===== src/rtl/integer_set_table_top_defines.svh =====
// Assertion macros shared by the integer set table RTL.
`ifndef INTEGER_SET_TABLE_TOP_DEFINES_SVH
`define INTEGER_SET_TABLE_TOP_DEFINES_SVH

// Same-cycle implication, checked on every rising edge outside reset.
`define IST_ASSERT_SAME(label, ante, cons, msg) \
    label: assert property (@(posedge i_clk) disable iff (!i_rst_n) (ante) |-> (cons)) \
        else $error(msg);

// Next-cycle implication, checked on every rising edge outside reset.
`define IST_ASSERT_NEXT(label, ante, cons, msg) \
    label: assert property (@(posedge i_clk) disable iff (!i_rst_n) (ante) |=> (cons)) \
        else $error(msg);

`endif


===== src/rtl/ist_pkg.sv =====
// Types, codes and constants shared by the integer set table modules.
`timescale 1ns / 1ps

package ist_pkg;

    localparam int CAPACITY_DEF = 64;
    localparam int VALUE_W      = 32;
    localparam int KIND_W       = 2;
    localparam int COUNT_OUT_W  = 7;
    localparam int QUEUE_DEPTH  = 2;
    localparam int OUT_TDATA_W  = 16;

    // Command codes as they arrive on the stream.
    localparam logic [KIND_W-1:0] KIND_INSERT = 2'd0;
    localparam logic [KIND_W-1:0] KIND_REMOVE = 2'd1;
    localparam logic [KIND_W-1:0] KIND_QUERY  = 2'd2;

    typedef enum logic [1:0] {
        OP_INSERT,
        OP_REMOVE,
        OP_QUERY,
        OP_NOP
    } t_op;

    typedef struct packed {
        t_op                op;
        logic [VALUE_W-1:0] value;
    } t_cmd;

    typedef struct packed {
        logic                   ok;
        logic                   full_reject;
        logic [COUNT_OUT_W-1:0] count;
    } t_result;

    typedef struct packed {
        logic busy;
        logic full;
    } t_back_status;

endpackage


===== src/rtl/integer_set_table_top.sv =====
// Top level of the integer set table: front end, command queue and back end.
`timescale 1ns / 1ps
`include "integer_set_table_top_defines.svh"

// Holds up to CAPACITY distinct 32-bit values in an unordered RAM with a count.
// Each item on the input stream is an insert, remove or membership query and
// yields exactly one result item with a success flag, a full flag and the new
// count. The back end compares one stored entry per cycle through the single
// read port of the element RAM, a hit ends the scan early, and a remove that
// hits adds a move step that fills the hole with the last entry. A two-entry
// command queue lets the input side keep taking items while the back end works
// or a result waits. The RAM needs no clearing after reset, since only entries
// below the count are ever used.
module integer_set_table_top
    import ist_pkg::*;
#(
    parameter int CAPACITY = CAPACITY_DEF
) (
    input  logic                   i_clk,
    input  logic                   i_rst_n,
    input  logic                   s_axis_tvalid,
    output logic                   s_axis_tready,
    input  logic [VALUE_W-1:0]     s_axis_tdata,  // value
    input  logic [KIND_W-1:0]      s_axis_tuser,  // kind
    output logic                   m_axis_tvalid,
    input  logic                   m_axis_tready,
    output logic [OUT_TDATA_W-1:0] m_axis_tdata   // ok, full_reject, count[6:0], zero pad
);

    localparam int                     CW    = $clog2(CAPACITY + 1);
    localparam logic [CW+COUNT_OUT_W-1:0] CAP_EXT = (CW + COUNT_OUT_W)'(CAPACITY);

    t_cmd         w_cmd;
    logic         w_cmd_valid;
    logic         w_cmd_ready;
    t_back_status w_status;

    ist_front u_front (
        .i_clk         (i_clk),
        .i_rst_n       (i_rst_n),
        .s_axis_tvalid (s_axis_tvalid),
        .s_axis_tready (s_axis_tready),
        .s_axis_tdata  (s_axis_tdata),
        .s_axis_tuser  (s_axis_tuser),
        .o_cmd         (w_cmd),
        .o_cmd_valid   (w_cmd_valid),
        .i_cmd_ready   (w_cmd_ready)
    );

    ist_back #(
        .CAPACITY (CAPACITY)
    ) u_back (
        .i_clk         (i_clk),
        .i_rst_n       (i_rst_n),
        .i_cmd         (w_cmd),
        .i_cmd_valid   (w_cmd_valid),
        .o_cmd_ready   (w_cmd_ready),
        .m_axis_tvalid (m_axis_tvalid),
        .m_axis_tready (m_axis_tready),
        .m_axis_tdata  (m_axis_tdata),
        .o_status      (w_status)
    );

    `IST_ASSERT_NEXT(a_pop_starts_work, w_cmd_valid && w_cmd_ready, w_status.busy, "back end idle after taking a command")
    `IST_ASSERT_SAME(a_result_after_work, $rose(m_axis_tvalid), $past(w_status.busy), "result item without back end work")
    `IST_ASSERT_SAME(a_reject_only_full, $rose(m_axis_tvalid) && m_axis_tdata[1], $past(w_status.full), "full reject while store not full")
    `IST_ASSERT_SAME(a_reject_count, m_axis_tvalid && m_axis_tdata[1], m_axis_tdata[8:2] == CAP_EXT[COUNT_OUT_W-1:0], "full reject with wrong count")

endmodule


===== src/rtl/ist_ram.sv =====
// Generic single-write, single-read RAM with registered read data.
`timescale 1ns / 1ps

module ist_ram #(
    parameter  int WIDTH  = 32,
    parameter  int DEPTH  = 64,
    localparam int ADDR_W = (DEPTH > 1) ? $clog2(DEPTH) : 1
) (
    input  logic              i_clk,
    input  logic              i_we,
    input  logic [ADDR_W-1:0] i_waddr,
    input  logic [WIDTH-1:0]  i_wdata,
    input  logic [ADDR_W-1:0] i_raddr,
    output logic [WIDTH-1:0]  o_rdata
);

    logic [WIDTH-1:0] r_mem [DEPTH];
    logic [WIDTH-1:0] r_rdata;

    always_ff @(posedge i_clk) begin
        if (i_we) begin
            r_mem[i_waddr] <= i_wdata;
        end
        r_rdata <= r_mem[i_raddr];
    end

    assign o_rdata = r_rdata;

endmodule


===== src/rtl/ist_front.sv =====
// Front end: takes items off the input stream, decodes the command and queues it.
`timescale 1ns / 1ps

module ist_front
    import ist_pkg::*;
(
    input  logic               i_clk,
    input  logic               i_rst_n,
    input  logic               s_axis_tvalid,
    output logic               s_axis_tready,
    input  logic [VALUE_W-1:0] s_axis_tdata,  // value
    input  logic [KIND_W-1:0]  s_axis_tuser,  // kind
    output t_cmd               o_cmd,
    output logic               o_cmd_valid,
    input  logic               i_cmd_ready
);

    localparam int QP_W = $clog2(QUEUE_DEPTH);
    localparam int QF_W = $clog2(QUEUE_DEPTH + 1);

    t_cmd             r_q [QUEUE_DEPTH];
    logic [QP_W-1:0]  r_wptr, n_wptr;
    logic [QP_W-1:0]  r_rptr, n_rptr;
    logic [QF_W-1:0]  r_fill, n_fill;
    t_op              w_op;
    logic             w_push;
    logic             w_pop;

    always_comb begin
        unique case (s_axis_tuser)
            KIND_INSERT: w_op = OP_INSERT;
            KIND_REMOVE: w_op = OP_REMOVE;
            KIND_QUERY:  w_op = OP_QUERY;
            default:     w_op = OP_NOP;
        endcase
    end

    assign s_axis_tready = (r_fill != QF_W'(QUEUE_DEPTH));
    assign o_cmd_valid   = (r_fill != '0);
    assign o_cmd         = r_q[r_rptr];
    assign w_push        = s_axis_tvalid && s_axis_tready;
    assign w_pop         = o_cmd_valid && i_cmd_ready;

    always_comb begin
        n_wptr = r_wptr;
        n_rptr = r_rptr;
        n_fill = r_fill;
        if (w_push) begin
            n_wptr = (r_wptr == QP_W'(QUEUE_DEPTH - 1)) ? '0 : r_wptr + 1'b1;
        end
        if (w_pop) begin
            n_rptr = (r_rptr == QP_W'(QUEUE_DEPTH - 1)) ? '0 : r_rptr + 1'b1;
        end
        if (w_push && !w_pop) begin
            n_fill = r_fill + 1'b1;
        end else if (w_pop && !w_push) begin
            n_fill = r_fill - 1'b1;
        end
    end

    always_ff @(posedge i_clk) begin
        if (!i_rst_n) begin
            r_wptr <= '0;
            r_rptr <= '0;
            r_fill <= '0;
        end else begin
            r_wptr <= n_wptr;
            r_rptr <= n_rptr;
            r_fill <= n_fill;
        end
    end

    always_ff @(posedge i_clk) begin
        if (w_push) begin
            r_q[r_wptr] <= '{op: w_op, value: s_axis_tdata};
        end
    end

endmodule


===== src/rtl/ist_back.sv =====
// Back end: scans the element RAM, updates the set and registers the result item.
`timescale 1ns / 1ps

module ist_back
    import ist_pkg::*;
#(
    parameter int CAPACITY = CAPACITY_DEF
) (
    input  logic                   i_clk,
    input  logic                   i_rst_n,
    input  t_cmd                   i_cmd,
    input  logic                   i_cmd_valid,
    output logic                   o_cmd_ready,
    output logic                   m_axis_tvalid,
    input  logic                   m_axis_tready,
    output logic [OUT_TDATA_W-1:0] m_axis_tdata,  // ok, full_reject, count[6:0], zero pad
    output t_back_status           o_status
);

    localparam int AW = $clog2(CAPACITY);
    localparam int CW = $clog2(CAPACITY + 1);

    typedef enum logic [3:0] {
        S_IDLE    = 4'b0001,
        S_SCAN    = 4'b0010,
        S_RESOLVE = 4'b0100,
        S_MOVE    = 4'b1000
    } t_state;

    t_state                    r_state, n_state;
    t_cmd                      r_cmd, n_cmd;
    logic [CW-1:0]             r_count, n_count;
    logic [CW-1:0]             r_idx, n_idx;
    logic                      r_pend, n_pend;
    logic [AW-1:0]             r_pend_idx, n_pend_idx;
    logic                      r_found, n_found;
    logic [AW-1:0]             r_pos, n_pos;
    logic                      r_out_valid, n_out_valid;
    t_result                   r_out, n_out;

    logic                      w_we;
    logic [AW-1:0]             w_waddr;
    logic [VALUE_W-1:0]        w_wdata;
    logic [AW-1:0]             w_raddr;
    logic [VALUE_W-1:0]        w_rdata;
    logic [AW-1:0]             w_last_idx;
    logic                      w_hit;
    logic                      w_last;
    logic                      w_ok;
    logic                      w_full;
    logic                      w_emit;
    logic [CW+COUNT_OUT_W-1:0] w_cnt_ext;

    ist_ram #(
        .WIDTH (VALUE_W),
        .DEPTH (CAPACITY)
    ) u_ram (
        .i_clk   (i_clk),
        .i_we    (w_we),
        .i_waddr (w_waddr),
        .i_wdata (w_wdata),
        .i_raddr (w_raddr),
        .o_rdata (w_rdata)
    );

    assign w_last_idx = AW'(r_count - 1'b1);
    assign w_hit      = r_pend && (w_rdata == r_cmd.value);
    assign w_last     = r_pend && (r_pend_idx == w_last_idx);
    // The move of a remove needs the last entry, fetched while resolving.
    assign w_raddr    = (r_state == S_RESOLVE) ? w_last_idx : r_idx[AW-1:0];
    assign o_cmd_ready = (r_state == S_IDLE) && (!r_out_valid || m_axis_tready);
    assign w_cnt_ext   = {{COUNT_OUT_W{1'b0}}, n_count};

    always_comb begin
        n_state     = r_state;
        n_cmd       = r_cmd;
        n_count     = r_count;
        n_idx       = r_idx;
        n_pend      = r_pend;
        n_pend_idx  = r_pend_idx;
        n_found     = r_found;
        n_pos       = r_pos;
        n_out_valid = r_out_valid;
        n_out       = r_out;
        w_we        = 1'b0;
        w_waddr     = r_pos;
        w_wdata     = r_cmd.value;
        w_ok        = 1'b0;
        w_full      = 1'b0;
        w_emit      = 1'b0;

        if (r_out_valid && m_axis_tready) begin
            n_out_valid = 1'b0;
        end

        unique case (r_state)
            S_IDLE: begin
                if (i_cmd_valid && o_cmd_ready) begin
                    n_cmd   = i_cmd;
                    n_idx   = '0;
                    n_pend  = 1'b0;
                    n_found = 1'b0;
                    n_state = (i_cmd.op == OP_NOP || r_count == '0) ? S_RESOLVE : S_SCAN;
                end
            end
            S_SCAN: begin
                // One read is issued per cycle; its data is compared in the next cycle.
                if (w_hit) begin
                    n_found = 1'b1;
                    n_pos   = r_pend_idx;
                    n_state = S_RESOLVE;
                end else if (w_last) begin
                    n_state = S_RESOLVE;
                end else begin
                    n_pend     = (r_idx < r_count);
                    n_pend_idx = r_idx[AW-1:0];
                    n_idx      = r_idx + 1'b1;
                end
            end
            S_RESOLVE: begin
                n_state = S_IDLE;
                w_emit  = 1'b1;
                case (r_cmd.op)
                    OP_INSERT: begin
                        if (r_found) begin
                            w_ok = 1'b1;
                        end else if (r_count == CW'(CAPACITY)) begin
                            w_full = 1'b1;
                        end else begin
                            w_we    = 1'b1;
                            w_waddr = r_count[AW-1:0];
                            n_count = r_count + 1'b1;
                            w_ok    = 1'b1;
                        end
                    end
                    OP_REMOVE: begin
                        if (r_found) begin
                            w_emit  = 1'b0;
                            n_state = S_MOVE;
                        end
                    end
                    OP_QUERY: w_ok = r_found;
                    default:  w_ok = 1'b0;
                endcase
            end
            S_MOVE: begin
                // The last entry fills the hole left by the removed one.
                w_we    = 1'b1;
                w_waddr = r_pos;
                w_wdata = w_rdata;
                n_count = r_count - 1'b1;
                w_ok    = 1'b1;
                w_emit  = 1'b1;
                n_state = S_IDLE;
            end
            default: n_state = S_IDLE;
        endcase

        if (w_emit) begin
            n_out_valid = 1'b1;
            n_out       = '{ok: w_ok, full_reject: w_full,
                            count: w_cnt_ext[COUNT_OUT_W-1:0]};
        end
    end

    always_ff @(posedge i_clk) begin
        if (!i_rst_n) begin
            r_state     <= S_IDLE;
            r_count     <= '0;
            r_pend      <= 1'b0;
            r_out_valid <= 1'b0;
        end else begin
            r_state     <= n_state;
            r_count     <= n_count;
            r_pend      <= n_pend;
            r_out_valid <= n_out_valid;
        end
    end

    always_ff @(posedge i_clk) begin
        r_cmd      <= n_cmd;
        r_idx      <= n_idx;
        r_pend_idx <= n_pend_idx;
        r_found    <= n_found;
        r_pos      <= n_pos;
        r_out      <= n_out;
    end

    assign m_axis_tvalid = r_out_valid;
    assign m_axis_tdata  = OUT_TDATA_W'({r_out.count, r_out.full_reject, r_out.ok});
    assign o_status      = '{busy: (r_state != S_IDLE), full: (r_count == CW'(CAPACITY))};

endmodule

===== config.mk =====
export PLATFORM = sky130hd
export DESIGN_NAME = integer_set_table_top
export DESIGN_NICKNAME = d
export VERILOG_FILES = /design/src/rtl/ist_pkg.sv /design/src/rtl/integer_set_table_top.sv /design/src/rtl/ist_ram.sv /design/src/rtl/ist_front.sv /design/src/rtl/ist_back.sv
export VERILOG_INCLUDE_DIRS = /design/src /design/src/rtl
export SDC_FILE = /design/constraint.sdc
export NUM_CORES = 2
export LEC_CHECK = 0
export ABC_AREA = 1
export BUFFER_PORTS_ARGS = -buffer_cell sky130_fd_sc_hd__buf_4
export CORE_MARGIN = 3
export CORE_UTILIZATION = 57
export DETAILED_ROUTE_END_ITERATION = 10
export GPL_ROUTABILITY_DRIVEN = 0
export PLACE_DENSITY_LB_ADDON = 0.3
export RECOVER_POWER = 100
export REMOVE_ABC_BUFFERS = 1
export SYNTH_ARGS = -nofsm -noshare
export SYNTH_HDL_FRONTEND = slang
export SYNTH_SLANG_ARGS = --single-unit

===== constraint.sdc =====
create_clock -name i_clk -period 4.7 [get_ports i_clk]
set_input_delay 0.47 -clock i_clk [delete_from_list [all_inputs] [get_ports i_clk]]
set_output_delay 0.47 -clock i_clk [all_outputs]
set_load 0.05 [all_outputs]

==> results.md <==
- Grt ovf: 0
- Critical-path maximum fanout: 54
- Setup CP Type: flip-flop to flip-flop
- # Post-CTS Setup Buffers: 0
- Slew @ Worst Pin: 2.29 ns
- Drt initial violations: 9609
- Pleak: 45.8 nW
- R2R depth: 5
- Outcome: complete, but fails checks
- Filler instances: 12700
- Post-synth EDFFs: 2179
- Crit path time final: 4.37 ns
- Worst r2r src: u_back.r_state[0]$_SDFFE_PN1P_
- Syn Inst Count: 9394
- Final WL: 266 mm
- 1st-pass router iterations: 7
- Critical path startpoint: u_back.r_state[0]$_SDFFE_PN1P_
- Post-Syn Area: 97400 um2
- Share of cells above drive strength 1: 6.69%
- First-pass GRT wire length: 396 mm
- Hold crit path type: input pin to flip-flop
- CTS resizes: 0
- CP arrival: 4.94 ns
- Cts bufs inserted: 217
- Clock Tree Root: clkbuf_16
- Post-CTS Hold Buffers: 36
- IO buf count: 48
- Final setup violation count: 0
- Drt wl/cell: 22.5 um
- Total Routing Usage GR: 30.2%
- Clk Latency, worst-skew pair: 0.87 ns
- Most Used Layer, Global Route: met2
- CTS tree: done
- CTS max path bufs: 3
- Max frequency: 229 MHz
- CP endpoint kind: flip-flop
- Met3 usage: 6.45%
- Crit start category: flip-flop
- Hold Vio Cnt, Final: 0
- Power density cells: 602 nW/um2
- Die Area: 176000 um2
- Global Route met2 Usage: 47.7%
- Place WS: 0.826 ns
- Period utilization: 92.9%
- Vias in the first global route: 64100
- CTS H-tree depth: 4
- Drc violations: 0
- CP cell instances: nor2_1 -> nand3_4 -> clkbuf_2 -> o21ai_4 -> clkbuf_2
- Number of synthesized register bits: 2229
- Post-Syn Area per Cell: 10.4 um2
- DR vias: 67300
- Clock skew: 0.0420 ns
- Pin count of the biggest net entering global routing: 131
- GRT met1 Usage: 39.1%
- Final Max Tran Viols: 811
- Initial antenna violation count: 9
- Die Y: 419 um
- RSZ-0062 raised after global routing: false
- Slowest cell delay on critical path: 1.42 ns
- Worst setup margin: 0.334 ns
- CP dominant cell by count: clkbuf_2
- N_diodes: 0
- Most common cell after layout, fill and taps aside: nand3_1
- Initial core utilization: 57.4%
- Ys flop type: edfxtp_1
- Commonest cells after routing, fill and taps aside: nand3_1 (2182), edfxtp_1 (2179), nand2_1 (2132), inv_1 (2011), clkbuf_16 (221)
- I/O Pins: 56
- Failing checks: max-capacitance violations, max-slew violations
- Req. time, crit path: 5.27 ns
- End point of the critical path: u_back.u_ram.r_mem[58][27]$_DFFE_PP_
- Register-to-register setup slack: 0.33 ns
- Ys Warns: 0
- Max-Cap Viols: 18
- Sequential share of the synthesized area: 68.2%
- Slowest CP cell: o21ai_4
- Clock sinks: 2229
- Relative slew margins: -52.9%
- Core Rows: 151
- Hold Slack: 0.0686 ns
- Nets: 9461
- Clock-pin slew on the worst setup and hold paths: 0.06 ns
- Via density: 5.70
- Worst r2r dst: u_back.u_ram.r_mem[58][27]$_DFFE_PP_
- Routed Antenna Nets: 0
- HPWL after DPL: 153 mm
- Distinct cells, synth: 45
- Core area: 170000 um2
- Post-synth ARST share: 0%
- Die W: 419 um
- Peak supply drop: 0.000489 V
- Syn-to-layout area delta: 11.3%
[state kept, by name, summed over array words and instances (netlist names), 6 cells and up, named ones only]
register	flops
u_back.r_pend_idx	6
u_back.r_pos	6
u_back.r_cmd	34
u_back.r_count	7
u_back.u_ram.o_rdata	32
u_back.m_axis_tdata	9
u_front.r_q	68
u_back.u_ram.r_mem	2048
u_back.r_idx	7
[power by group]
part           switching (mW)  internal, mW
combinational            17.4          5.48
clock                    7.48          9.70
sequential              0.493          24.6
total                    25.4          39.8
[cells in the mapped netlist, types with 7 or more instances]
cell type | instances | area (um2)
nand3_1 | 2184 | 10900
nand2_1 | 2142 | 8040
buf_2 | 323 | 1620
nand4_1 | 11 | 68.8
ha_1 | 10 | 125
buf_1 | 44 | 165
edfxtp_1 | 2179 | 65400
clkbuf_1 | 110 | 413
xnor2_1 | 14 | 123
mux2_2 | 34 | 383
inv_1 | 2011 | 7550
inv_2 | 8 | 30.0
buf_4 | 9 | 67.6
nand4_2 | 7 | 87.6
nor2_1 | 111 | 417
nor3_1 | 13 | 65.1
a21oi_1 | 20 | 100
o21ai_0 | 44 | 220
dfxtp_1 | 50 | 1000
[worst min path at each step]
stage | depth (start not counted) | to | from
after floorplan | 0 | u_back.r_pos[3]$_DFFE_PP_ | u_back.r_pend_idx[3]$_DFFE_PP_
after global placement | 2 | u_front.r_fill[1]$_SDFFE_PN0P_ | u_front.r_fill[1]$_SDFFE_PN0P_
after detailed placement | 0 | u_back.r_pos[3]$_DFFE_PP_ | u_back.r_pend_idx[3]$_DFFE_PP_
after CTS | 5 | u_front.r_wptr$_SDFFE_PN0P_ | s_axis_tvalid
after global routing | 5 | u_front.r_wptr$_SDFFE_PN0P_ | s_axis_tvalid
final | 5 | u_front.r_wptr$_SDFFE_PN0P_ | s_axis_tvalid
[through the flow]
stage                     total power [mW]  cells  utilization [%]  area (um2)  TNS, ns
final                                 65.2  11800             63.9      108000        0
after global routing                  67.6  11800             63.9      108000        0
after CTS                             64.9  11800             64.2      109000        0
after detailed placement              47.8  11400             59.9      102000        0
after global placement                47.4  11400             59.9      102000        0
after floorplan                       39.5   8909                -       95100  -692.09
[worst max-delay path: cells and delay by family, from the launching register on]
kind | cells | cell delay (ns)
flops | 1 | 0.33
buf+inv | 2 | 1.49
compound gates | 1 | 1.42
simple gates | 2 | 0.76
[cell families after synthesis]
group,share of synthesized area (%)
simple gates,20.4
buf+inv,10.2
flops,68.2
compound gates,0.542
mux,0.393
xor+xnor,0.180
fa+ha+maj,0.128
other cells,0.00385
[final cells by class]
cell class,count,area (um2),area share (%)
Sequential cell,2229,66400,61.3
Multi-Input combinational cell,4659,21700,20.0
Inverter,2021,7590,7.01
Clock buffer,276,5830,5.38
Timing Repair Buffer,285,2860,2.64
Tap cell,2218,2780,2.56
Clock inverter,130,1190,1.10
[routing by layer]
| metal | wire length, um | vias to the layer above |
|---|---|---|
| met4 | 16500 | 4 |
| met1 | 96400 | 32000 |
| met5 | 24 | - |
| met3 | 29300 | 767 |
| li1 | - | 30600 |
| met2 | 124000 | 3958 |
Power figures use the tool's default switching activity.
